**src/hw/rtl/stq_pkg.sv**
```systemverilog
`default_nettype none
// ---------------------------------------------------------------------------
// stq_pkg
// Shared constants, codes, controller/datapath interface types and the
// operator functions of the sparse table range query block.
// ---------------------------------------------------------------------------
package stq_pkg;

   localparam int MAX_N      = 1024;
   localparam int LEVELS     = 11;
   localparam int VALUE_BITS = 32;

   localparam int IDX_BITS  = $clog2(MAX_N);
   localparam int CNT_BITS  = IDX_BITS + 1;
   localparam int LVL_BITS  = $clog2(LEVELS);
   localparam int ADDR_BITS = LVL_BITS + IDX_BITS;
   localparam int MEM_DEPTH = LEVELS * MAX_N;

   localparam int CMD_BITS = 3;
   localparam int ST_BITS  = 2;
   localparam int OP_BITS  = 3;
   localparam int LR_BITS  = 11;

   // command codes
   localparam logic [CMD_BITS-1:0] CMD_APPEND = 3'd0;
   localparam logic [CMD_BITS-1:0] CMD_BUILD  = 3'd1;
   localparam logic [CMD_BITS-1:0] CMD_QUERY  = 3'd2;
   localparam logic [CMD_BITS-1:0] CMD_GET    = 3'd3;
   localparam logic [CMD_BITS-1:0] CMD_CLEAR  = 3'd4;

   // status codes
   localparam logic [ST_BITS-1:0] ST_OK        = 2'd0;
   localparam logic [ST_BITS-1:0] ST_BAD_RANGE = 2'd1;
   localparam logic [ST_BITS-1:0] ST_NOT_BUILT = 2'd2;
   localparam logic [ST_BITS-1:0] ST_FULL      = 2'd3;

   // operator modes
   localparam logic [OP_BITS-1:0] OP_UMIN = 3'd0;
   localparam logic [OP_BITS-1:0] OP_UMAX = 3'd1;
   localparam logic [OP_BITS-1:0] OP_SMIN = 3'd2;
   localparam logic [OP_BITS-1:0] OP_SMAX = 3'd3;
   localparam logic [OP_BITS-1:0] OP_AND  = 3'd4;
   localparam logic [OP_BITS-1:0] OP_OR   = 3'd5;

   localparam logic [VALUE_BITS-1:0] SIGN_BIT = {1'b1, {(VALUE_BITS-1){1'b0}}};

   typedef enum logic [2:0] {
      RD_BLD_A = 3'd0,
      RD_BLD_B = 3'd1,
      RD_QRY_A = 3'd2,
      RD_QRY_B = 3'd3,
      RD_GET   = 3'd4
   } rd_sel_type;

   typedef enum logic [1:0] {
      RES_ZERO  = 2'd0,
      RES_IDENT = 2'd1,
      RES_COMB  = 2'd2,
      RES_READ  = 2'd3
   } res_sel_type;

   typedef struct packed {
      logic        load;
      logic        append;
      logic        clear;
      logic        set_built;
      logic        build_init;
      logic        build_next_j;
      logic        build_next_lvl;
      logic        build_wr;
      logic        rd_en;
      rd_sel_type  rd_sel;
      logic        latch_a;
      logic        finish;
      res_sel_type res_sel;
   } stq_cmd_type;

   typedef struct packed {
      logic [CMD_BITS-1:0] cmd;
      logic [ST_BITS-1:0]  code;
      logic                q_empty;
      logic                lvl_more;
      logic                j_last;
   } stq_stat_type;

   function automatic logic [VALUE_BITS-1:0] op_combine(
      input logic [OP_BITS-1:0]    mode,
      input logic [VALUE_BITS-1:0] a,
      input logic [VALUE_BITS-1:0] b
   );
      logic [VALUE_BITS-1:0] sa;
      logic [VALUE_BITS-1:0] sb;
      logic [VALUE_BITS-1:0] res;
      sa = a ^ SIGN_BIT;
      sb = b ^ SIGN_BIT;
      unique case (mode)
         OP_UMAX: res = (a > b) ? a : b;
         OP_SMIN: res = (sa < sb) ? a : b;
         OP_SMAX: res = (sa > sb) ? a : b;
         OP_AND:  res = a & b;
         OP_OR:   res = a | b;
         default: res = (a < b) ? a : b;
      endcase
      return res;
   endfunction

   function automatic logic [VALUE_BITS-1:0] op_identity(input logic [OP_BITS-1:0] mode);
      logic [VALUE_BITS-1:0] res;
      unique case (mode)
         OP_UMAX: res = '0;
         OP_SMIN: res = ~SIGN_BIT;
         OP_SMAX: res = SIGN_BIT;
         OP_AND:  res = '1;
         OP_OR:   res = '0;
         default: res = '1;
      endcase
      return res;
   endfunction

endpackage
`default_nettype wire

```
**src/hw/rtl/stq_ctrl.sv**
```systemverilog
`default_nettype none
// ---------------------------------------------------------------------------
// stq_ctrl
// Sequencer: decodes each accepted item and steps the datapath through
// appends, level builds, queries and element reads.
// ---------------------------------------------------------------------------
module stq_ctrl
   import stq_pkg::*;
(
   input  wire logic   clock,
   input  wire logic   reset,
   input  wire logic   start,
   output logic        busy,
   input  stq_stat_type stat,
   output stq_cmd_type  cmd
);

   typedef enum logic [8:0] {
      S_IDLE     = 9'b000000001,
      S_DISPATCH = 9'b000000010,
      S_BLD_CHK  = 9'b000000100,
      S_BLD_RDA  = 9'b000001000,
      S_BLD_RDB  = 9'b000010000,
      S_BLD_WR   = 9'b000100000,
      S_QRY_RDB  = 9'b001000000,
      S_QRY_FIN  = 9'b010000000,
      S_GET_FIN  = 9'b100000000
   } state_type;

   state_type state_ff;
   state_type state_in;

   assign busy = (state_ff != S_IDLE);

   always_comb begin
      cmd      = '0;
      state_in = state_ff;
      unique case (state_ff)
         S_IDLE: begin
            if (start) begin
               cmd.load = 1'b1;
               state_in = S_DISPATCH;
            end
         end
         S_DISPATCH: begin
            unique case (stat.cmd)
               CMD_APPEND: begin
                  cmd.append  = (stat.code == ST_OK);
                  cmd.finish  = 1'b1;
                  cmd.res_sel = RES_ZERO;
                  state_in    = S_IDLE;
               end
               CMD_BUILD: begin
                  cmd.build_init = 1'b1;
                  state_in       = S_BLD_CHK;
               end
               CMD_QUERY: begin
                  if (stat.code != ST_OK) begin
                     cmd.finish  = 1'b1;
                     cmd.res_sel = RES_ZERO;
                     state_in    = S_IDLE;
                  end else if (stat.q_empty) begin
                     cmd.finish  = 1'b1;
                     cmd.res_sel = RES_IDENT;
                     state_in    = S_IDLE;
                  end else begin
                     cmd.rd_en  = 1'b1;
                     cmd.rd_sel = RD_QRY_A;
                     state_in   = S_QRY_RDB;
                  end
               end
               CMD_GET: begin
                  if (stat.code != ST_OK) begin
                     cmd.finish  = 1'b1;
                     cmd.res_sel = RES_ZERO;
                     state_in    = S_IDLE;
                  end else begin
                     cmd.rd_en  = 1'b1;
                     cmd.rd_sel = RD_GET;
                     state_in   = S_GET_FIN;
                  end
               end
               CMD_CLEAR: begin
                  cmd.clear   = 1'b1;
                  cmd.finish  = 1'b1;
                  cmd.res_sel = RES_ZERO;
                  state_in    = S_IDLE;
               end
               default: begin
                  cmd.finish  = 1'b1;
                  cmd.res_sel = RES_ZERO;
                  state_in    = S_IDLE;
               end
            endcase
         end
         S_BLD_CHK: begin
            if (stat.lvl_more) begin
               state_in = S_BLD_RDA;
            end else begin
               cmd.set_built = 1'b1;
               cmd.finish    = 1'b1;
               cmd.res_sel   = RES_ZERO;
               state_in      = S_IDLE;
            end
         end
         S_BLD_RDA: begin
            cmd.rd_en  = 1'b1;
            cmd.rd_sel = RD_BLD_A;
            state_in   = S_BLD_RDB;
         end
         S_BLD_RDB: begin
            cmd.rd_en   = 1'b1;
            cmd.rd_sel  = RD_BLD_B;
            cmd.latch_a = 1'b1;
            state_in    = S_BLD_WR;
         end
         S_BLD_WR: begin
            cmd.build_wr = 1'b1;
            if (stat.j_last) begin
               cmd.build_next_lvl = 1'b1;
               state_in           = S_BLD_CHK;
            end else begin
               cmd.build_next_j = 1'b1;
               state_in         = S_BLD_RDA;
            end
         end
         S_QRY_RDB: begin
            cmd.rd_en   = 1'b1;
            cmd.rd_sel  = RD_QRY_B;
            cmd.latch_a = 1'b1;
            state_in    = S_QRY_FIN;
         end
         S_QRY_FIN: begin
            cmd.finish  = 1'b1;
            cmd.res_sel = RES_COMB;
            state_in    = S_IDLE;
         end
         S_GET_FIN: begin
            cmd.finish  = 1'b1;
            cmd.res_sel = RES_READ;
            state_in    = S_IDLE;
         end
         default: begin
            state_in = S_IDLE;
         end
      endcase
   end

   always_ff @(posedge clock) begin
      if (reset) begin
         state_ff <= S_IDLE;
      end else begin
         state_ff <= state_in;
      end
   end

endmodule
`default_nettype wire

```
**config.mk**
```make
export PLATFORM = sky130hd
export DESIGN_NAME = stq_ctrl
export DESIGN_NICKNAME = d
export VERILOG_FILES = /design/src/hw/rtl/stq_pkg.sv /design/src/hw/rtl/stq_ctrl.sv
export SDC_FILE = /design/constraint.sdc
export NUM_CORES = 1
export LEC_CHECK = 0
export BUFFER_PORTS_ARGS = -buffer_cell sky130_fd_sc_hd__buf_2
export CORE_UTILIZATION = 46
export CTS_CLUSTER_SIZE = 12
export DETAILED_ROUTE_END_ITERATION = 16
export PLACE_DENSITY = 0.77
export SKIP_CTS_REPAIR_TIMING = 1
export SLEW_MARGIN = 20
export SYNTH_ARGS = -nofsm -noshare
export SYNTH_HDL_FRONTEND = slang
export SYNTH_SLANG_ARGS = --single-unit
```
**constraint.sdc**
```tcl
create_clock -name clock -period 2.3 [get_ports clock]
set_input_delay 0.575 -clock clock [delete_from_list [all_inputs] [get_ports clock]]
set_output_delay 0.575 -clock clock [all_outputs]
set_load 0.02 [all_outputs]
```
==> reports/summary.txt, run 1 <==
layout cells sized above 1 -> 47.58%
DP HPWL -> 1.437 mm
Pwr Total -> 0.4407 mW
number of global-route vias before repair -> 664
Initial Utilization -> 51.22%
total CTS buffers -> 3
Port Buffers -> 27
total grt overflow -> 0
Via density -> 6.058
synth top area cells -> dfxtp_1, nor2_1, o21ai_0
Crit path arrival time -> 1830 ps
Area Growth Syn to Fin -> 46.52%
Final period util -> 104.5%
Largest Register -> state_ff
CP startpoint -> state_ff[7]
Core Util, Final -> 75.05%
compound-gate portion of the synthesized area -> 13.55%
clock skew -> 1.643 ps
Post-Syn Nets -> 99
Peak VDD IR -> 0.0003454 V
commonest cells after routing, fill and taps aside -> buf_2, buf_4, nor2_1
Seq/Total Area, Yosys -> 26.37%
Worst slew margin -> 72.53%
Leak -> 0.4775 nW
row count -> 13
mux cell area share after synthesis -> 0%
final WL -> 2.010 mm
Worst-path clk slew -> 70 ps
register bit total from synthesis -> 9
RSZ-0062 raised after global routing -> yes
CTS Buffer Depth -> 2
failing checks -> setup timing
Antenna Nets Post-Route -> 0
min-delay worst type -> in -> reg
largest net degree at the start of global routing -> 9
Slew Limit Fails -> 0
DRT Pass-1 Iters -> 4
CP Cell Sequence -> or4_4 -> or4_4 -> nor2_4 -> buf_6
Crit Path Category -> reg -> out
startpoint types -> flip-flop
initial drt markers -> 35
Post-Synth Adder-Cell Area -> 0%
Crit path buffers/inverters -> 1
Worst Hold Launch -> reset
Post-Route Setup TNS -> -198.8 ps
clk_lat worst skew -> 260 ps
hold_ws -> 478.7 ps
simple-gate portion of the synthesized area -> 47.80%
Die Ht -> 40.54 um
area leader, netlist -> dfxtp_1
Crit Reg-Reg Startpoint -> state_ff[7]
CP max-delay cell -> or4_4
cell area after synthesis -> 683.2 sq um
antenna cells -> 0
final worst slack -> -103.6 ps
most frequent CP cell -> or4_4
CP max stage delay -> 550 ps
worst-margin pin slew -> 406.3 ps
Setup crit end kind -> output pin
antenna violations before repair -> 0
die width -> 40.54 um
max reg flops -> 9
CP required -> 1730 ps
Tot GR Track Use -> 24.69%
largest family of logic cells by synthesized area -> simple AND/OR/NAND/NOR gates
Setup violations, final -> 4
CTS tree -> done
I/O pins -> 28
routed vias -> 842
multi-input gate area in the final layout -> 516.7 sq um
XOR/XNOR Fraction of Synth Area -> 5.128%
clock sinks -> 9
Worst path top cell family by delay -> simple AND/OR/NAND/NOR gates
DP Worst Slack -> 75.37 ps
root buffer selected by CTS -> clkbuf_4
DRC Markers -> 0
htree depth -> 1
Yosys top cell area share -> 26.37%
fill cell count -> 113
final count of hold timing violations -> 0
max_cap viols -> 0
largest registers -> state_ff (9)
worst-path fanout max -> 4
PwrDens -> 440.3 mW/mm^2
Die ar. -> 0.001643 sq mm
synth warn -> 0
Avg Inst Size Synth -> 7.763 sq um
Post-synth EDFFs -> 0
async set-reset flop share out of synthesis -> 0%
Period minus WS final -> 2404 ps
Top FF cell, synth -> dfxtp_1
FF/Latch Area -> 183.9 sq um
status -> complete, but fails checks
Nets -> 136
global-route wire length before repair -> 2.635 mm
core area -> 0.001334 sq mm
Post-Synthesis Cells -> 88
DR WL/cell -> 14.46 um
Placer Congestion -> 0.9239
most common cell after layout, fill and taps aside -> buf_2
FMAX -> 416.0 MHz
library cells used by synthesis -> 34
-- metrics by stage --
| step | std cells | area [sq um] |
|---|---|---|
| 3_3_place_gp | 133 | 869.6 |
| 2_1_floorplan | 88 | 685.7 |
| 4_1_cts | 137 | 895.9 |
| 3_5_place_dp | 133 | 869.6 |
| 6_report | 139 | 1001 |
| 5_1_grt | 139 | 1001 |
-- path summary, 6_finish.rpt --
kind / to / slack, ps / cells past startpoint
max reg2reg: state_ff[1] / 590 / 4
max: cmd[15] / -100 / 4
min reg2reg: state_ff[1] / 560 / 2
min: state_ff[1] / 480 / 2
-- cells in the mapped netlist, types with 2 or more instances --
master	instances
xor2_1	2
nor3_2	2
xnor2_1	2
o21ai_0	7
nand2_1	4
nor2b_1	2
nor3_1	5
nor4_1	3
buf_2	3
inv_1	5
or4_4	2
o2111ai_1	2
nor2_1	11
dfxtp_1	9
nand3_1	3
and3_1	3
nor4b_1	2
nand2b_1	4
nand4_1	2
-- where the power goes --
group	internal (mW)	total, mW	switching, mW	leakage [nW]
clock network	0.0671	0.129	0.0619	0.0150
registers	0.161	0.170	0.00862	0.0743
logic	0.0645	0.142	0.0775	0.388
total	0.293	0.441	0.148	0.478
-- cell families (layout without fill, tap and decap cells) --
kind of cell           after synthesis  in the layout
AND/OR/NAND/NOR                     51             51
XOR/XNOR                             4              4
flip-flops                           9              9
AO/OA/AOI/OAI                       14             14
buffers and inverters               10             46
-- routing by layer --
metal	vias to the layer above	wire length [um]	part of all wire, %	track usage, %
met5	-	0	0	0
met4	0	28	1.4	10.83
li1	401	-	-	-
met3	4	108	5.4	7.778
met1	404	835	42	27.72
met2	33	1037	52	42.06
-- layout make-up --
class / count / share of cell area, %
Multi-Input combinational cell: 69 / 51.63
Tap cell: 15 / 1.875
Timing Repair Buffer: 37 / 23.63
Inverter: 5 / 1.875
Sequential cell: 9 / 18.37
Clock buffer: 4 / 2.625
Power figures use the tool's default switching activity.
==> run 2: changes to the inputs <==
- ABC_AREA: not set -> 1
- CORE_UTILIZATION: 46 -> 47
==> run 2 against run 1 <==
  * The flow now finishes without violations
  * Final area fell by 8.6%
  * Final cell count is 23% higher
  * Combinational power rose by 36%
  * Clock skew shrank 0.52 ps
  * Die area grew 6.3%
  * Largest cell class unchanged
==> reports/summary.txt, run 2 <==
Peak VDD IR -> 0.0003249 V (-5.9%)
Yosys top cell area share -> 24.20% (-2.2 points)
Die Ht -> 41.80 um (+3.1%)
total CTS buffers -> 3 (unchanged)
fill cell count -> 155 (+37%)
Sw Ratio -> 41.73% (+8.1 points)
htree depth -> 1 (unchanged)
DRT Pass-1 Iters -> 4 (unchanged)
CP endpoint -> cmd[7]
final WL -> 1.984 mm (-1.3%)
synth cell count leaders -> nand2_1, inv_1, nor2_1
count leader, synth -> nand2_1
worst-margin pin slew -> 402.5 ps (-3.810 ps)
DRC Markers -> 0 (unchanged)
max reg flops -> 9 (unchanged)
synth top area cells -> dfxtp_1, nand2_1, inv_1
CP startpoint -> state_ff[8]
status -> finished clean
met2 Use GR -> 38.44% (-3.6 points)
max_cap viols -> 0 (unchanged)
startpoint types -> flip-flop
clock skew -> 1.126 ps (-0.5164 ps)
RSZ-0062 raised after global routing -> no
Setup crit end kind -> output pin
DP HPWL -> 1.592 mm (+11%)
Post-Route Setup TNS -> 0 ps (+198.8 ps)
global-route wire length before repair -> 3.229 mm (+23%)
Final period util -> 93.44% (-11 points)
initial drt markers -> 43 (+23%)
FMAX -> 465.3 MHz (+12%)
root buffer selected by CTS -> clkbuf_4
worst r2r path cells -> 7 (+3)
met3 Use GR -> 3.043% (-4.7 points)
PwrDens -> 548.1 mW/mm^2 (+24%)
synth warn -> 0 (unchanged)
most common cell after layout, fill and taps aside -> buf_2
cell area after synthesis -> 744.5 sq um (+9.0%)
Largest Register -> state_ff
routed vias -> 895 (+6.3%)
Die ar. -> 0.001747 sq mm (+6.3%)
layout cells sized above 1 -> 30.32% (-17 points)
Logic pwr share -> 38.6% (+6.4 points)
Crit path arrival time -> 1570 ps (-260 ps)
CTS Buffer Depth -> 2 (unchanged)
Avg Inst Size Synth -> 5.956 sq um (-23%)
library cells used by synthesis -> 22 (-35%)
Area Growth Syn to Fin -> 22.86%
Post-Syn Nets -> 136 (+37%)
Layout Cell Area excl Fill -> 914.6 sq um (-8.6%)
met1 usage -> 32.88% (+5.2 points)
Top FF cell, synth -> dfxtp_1
Post-Synthesis Cells -> 125 (+42%)
final worst slack -> 151.0 ps (+254.6 ps)
total grt overflow -> 0 (unchanged)
FF-to-FF End -> state_ff[0]
Tot GR Track Use -> 24.14% (-0.55 points)
Crit Path Category -> reg -> out
area leader, netlist -> dfxtp_1
Crit Reg-Reg Startpoint -> state_ff[8]
Setup violations, final -> 0 (-4)
Worst slew margin -> 73.13% (+0.60 points)
P_int -> 0.2921 mW (-0.18%)
Pwr Total -> 0.5013 mW (+14%)
DP Worst Slack -> 242.4 ps (+167.0 ps)
final count of hold timing violations -> 0 (unchanged)
Leak -> 0.5791 nW (+21%)
P_sw -> 0.2092 mW (+41%)
min-delay worst type -> in -> reg
clock sinks -> 9 (unchanged)
antenna cells -> 0 (unchanged)
Placer Congestion -> 0.8455 (-8.5%)
Core Util, Final -> 61.43% (-14 points)
largest net degree at the start of global routing -> 11 (+2)
Port Buffers -> 27 (unchanged)
Reg power frac -> 35.1% (-3.4 points)
largest registers -> state_ff (9)
dpl cells -> 167 (+26%)
hold_ws -> 535.8 ps (+57.06 ps)
CP required -> 1730 ps (about the same)
Post-synth EDFFs -> 0 (unchanged)
clk_lat worst skew -> 270 ps (about the same)
Clock Power Share -> 26.3% (-3.0 points)
core area -> 0.001489 sq mm (+12%)
commonest cells after routing, fill and taps aside -> buf_2, nand2_1, inv_1, nor2_1, nand3_1
Worst-path clk slew -> 70 ps (about the same)
antenna violations before repair -> 0 (unchanged)
Seq/Total Area, Yosys -> 24.20% (-2.2 points)
Period minus WS final -> 2149 ps (-254.6 ps)
Most Used Layer, Global Route -> met2
die width -> 41.80 um (+3.1%)
number of global-route vias before repair -> 766 (+15%)
Antenna Nets Post-Route -> 0 (unchanged)
Slew Limit Fails -> 0 (unchanged)
Initial Utilization -> 50.00% (-1.2 points)
async set-reset flop share out of synthesis -> 0% (unchanged)
row count -> 14 (+1)
Area after DPL -> 888.4 sq um (+2.2%)
Nets -> 167 (+23%)
worst-path fanout max -> 10 (+6)
register bit total from synthesis -> 9 (unchanged)
CTS tree -> done
post-route non-filler standard cell count -> 171 (+23%)
Via density -> 5.234 (-14%)
DR WL/cell -> 11.60 um (-20%)
Worst R2R Setup Slack -> 970 ps (+380 ps)
I/O pins -> 28 (unchanged)
## run 2: cell families after synthesis
group                  after synthesis  synth area share [%]
flip-flops                           9                 24.20
AND/OR/NAND/NOR                     86                 58.15
AO/OA/AOI/OAI                        5                 3.697
buffers and inverters               25                 13.95
## run 2: worst min path at each step
stage / start / to / slack (ps) / depth (start not counted)
3_5_place_dp: state_ff[3] / state_ff[4] / 560 / 2
6_report: reset / state_ff[7] / 540 / 2
4_1_cts: reset / state_ff[7] / 530 / 2
3_3_place_gp: state_ff[3] / state_ff[4] / 550 / 2
5_1_grt: reset / state_ff[7] / 540 / 2
2_1_floorplan: state_ff[3] / state_ff[4] / 510 / 2
## run 2: final cells by class
cell class	instances	area (sq um)	share of cell area [%]
inverter	24	92.59	10.12
tap	16	20.02	2.189
multi-input combinational	91	460.4	50.34
sequential	9	180.2	19.70
timing repair buffer	27	135.1	14.77
clock buffer	4	26.28	2.873
## run 2: power groups by stage
stage | logic (mW) | registers (mW) | clock network (mW)
6_report | 0.193 | 0.176 | 0.132
3_3_place_gp | 0.187 | 0.179 | 0
2_1_floorplan | 0.140 | 0.177 | 0
5_1_grt | 0.219 | 0.178 | 0.137
3_5_place_dp | 0.192 | 0.180 | 0
4_1_cts | 0.194 | 0.176 | 0.130
## run 2: layer usage
layer	up-vias	share of wire [%]
met5	-	0
met4	0	1.8
met3	6	3.8
met2	29	49
met1	395	46
li1	465	-
## run 2: critical path: stages (launching register included)
cell and delay, ps:
dfxtp_1 570, nor3_2 130, nand2_1 120, nand2_2 70, nor2_1 140, o21ai_0 110
buf_2 170
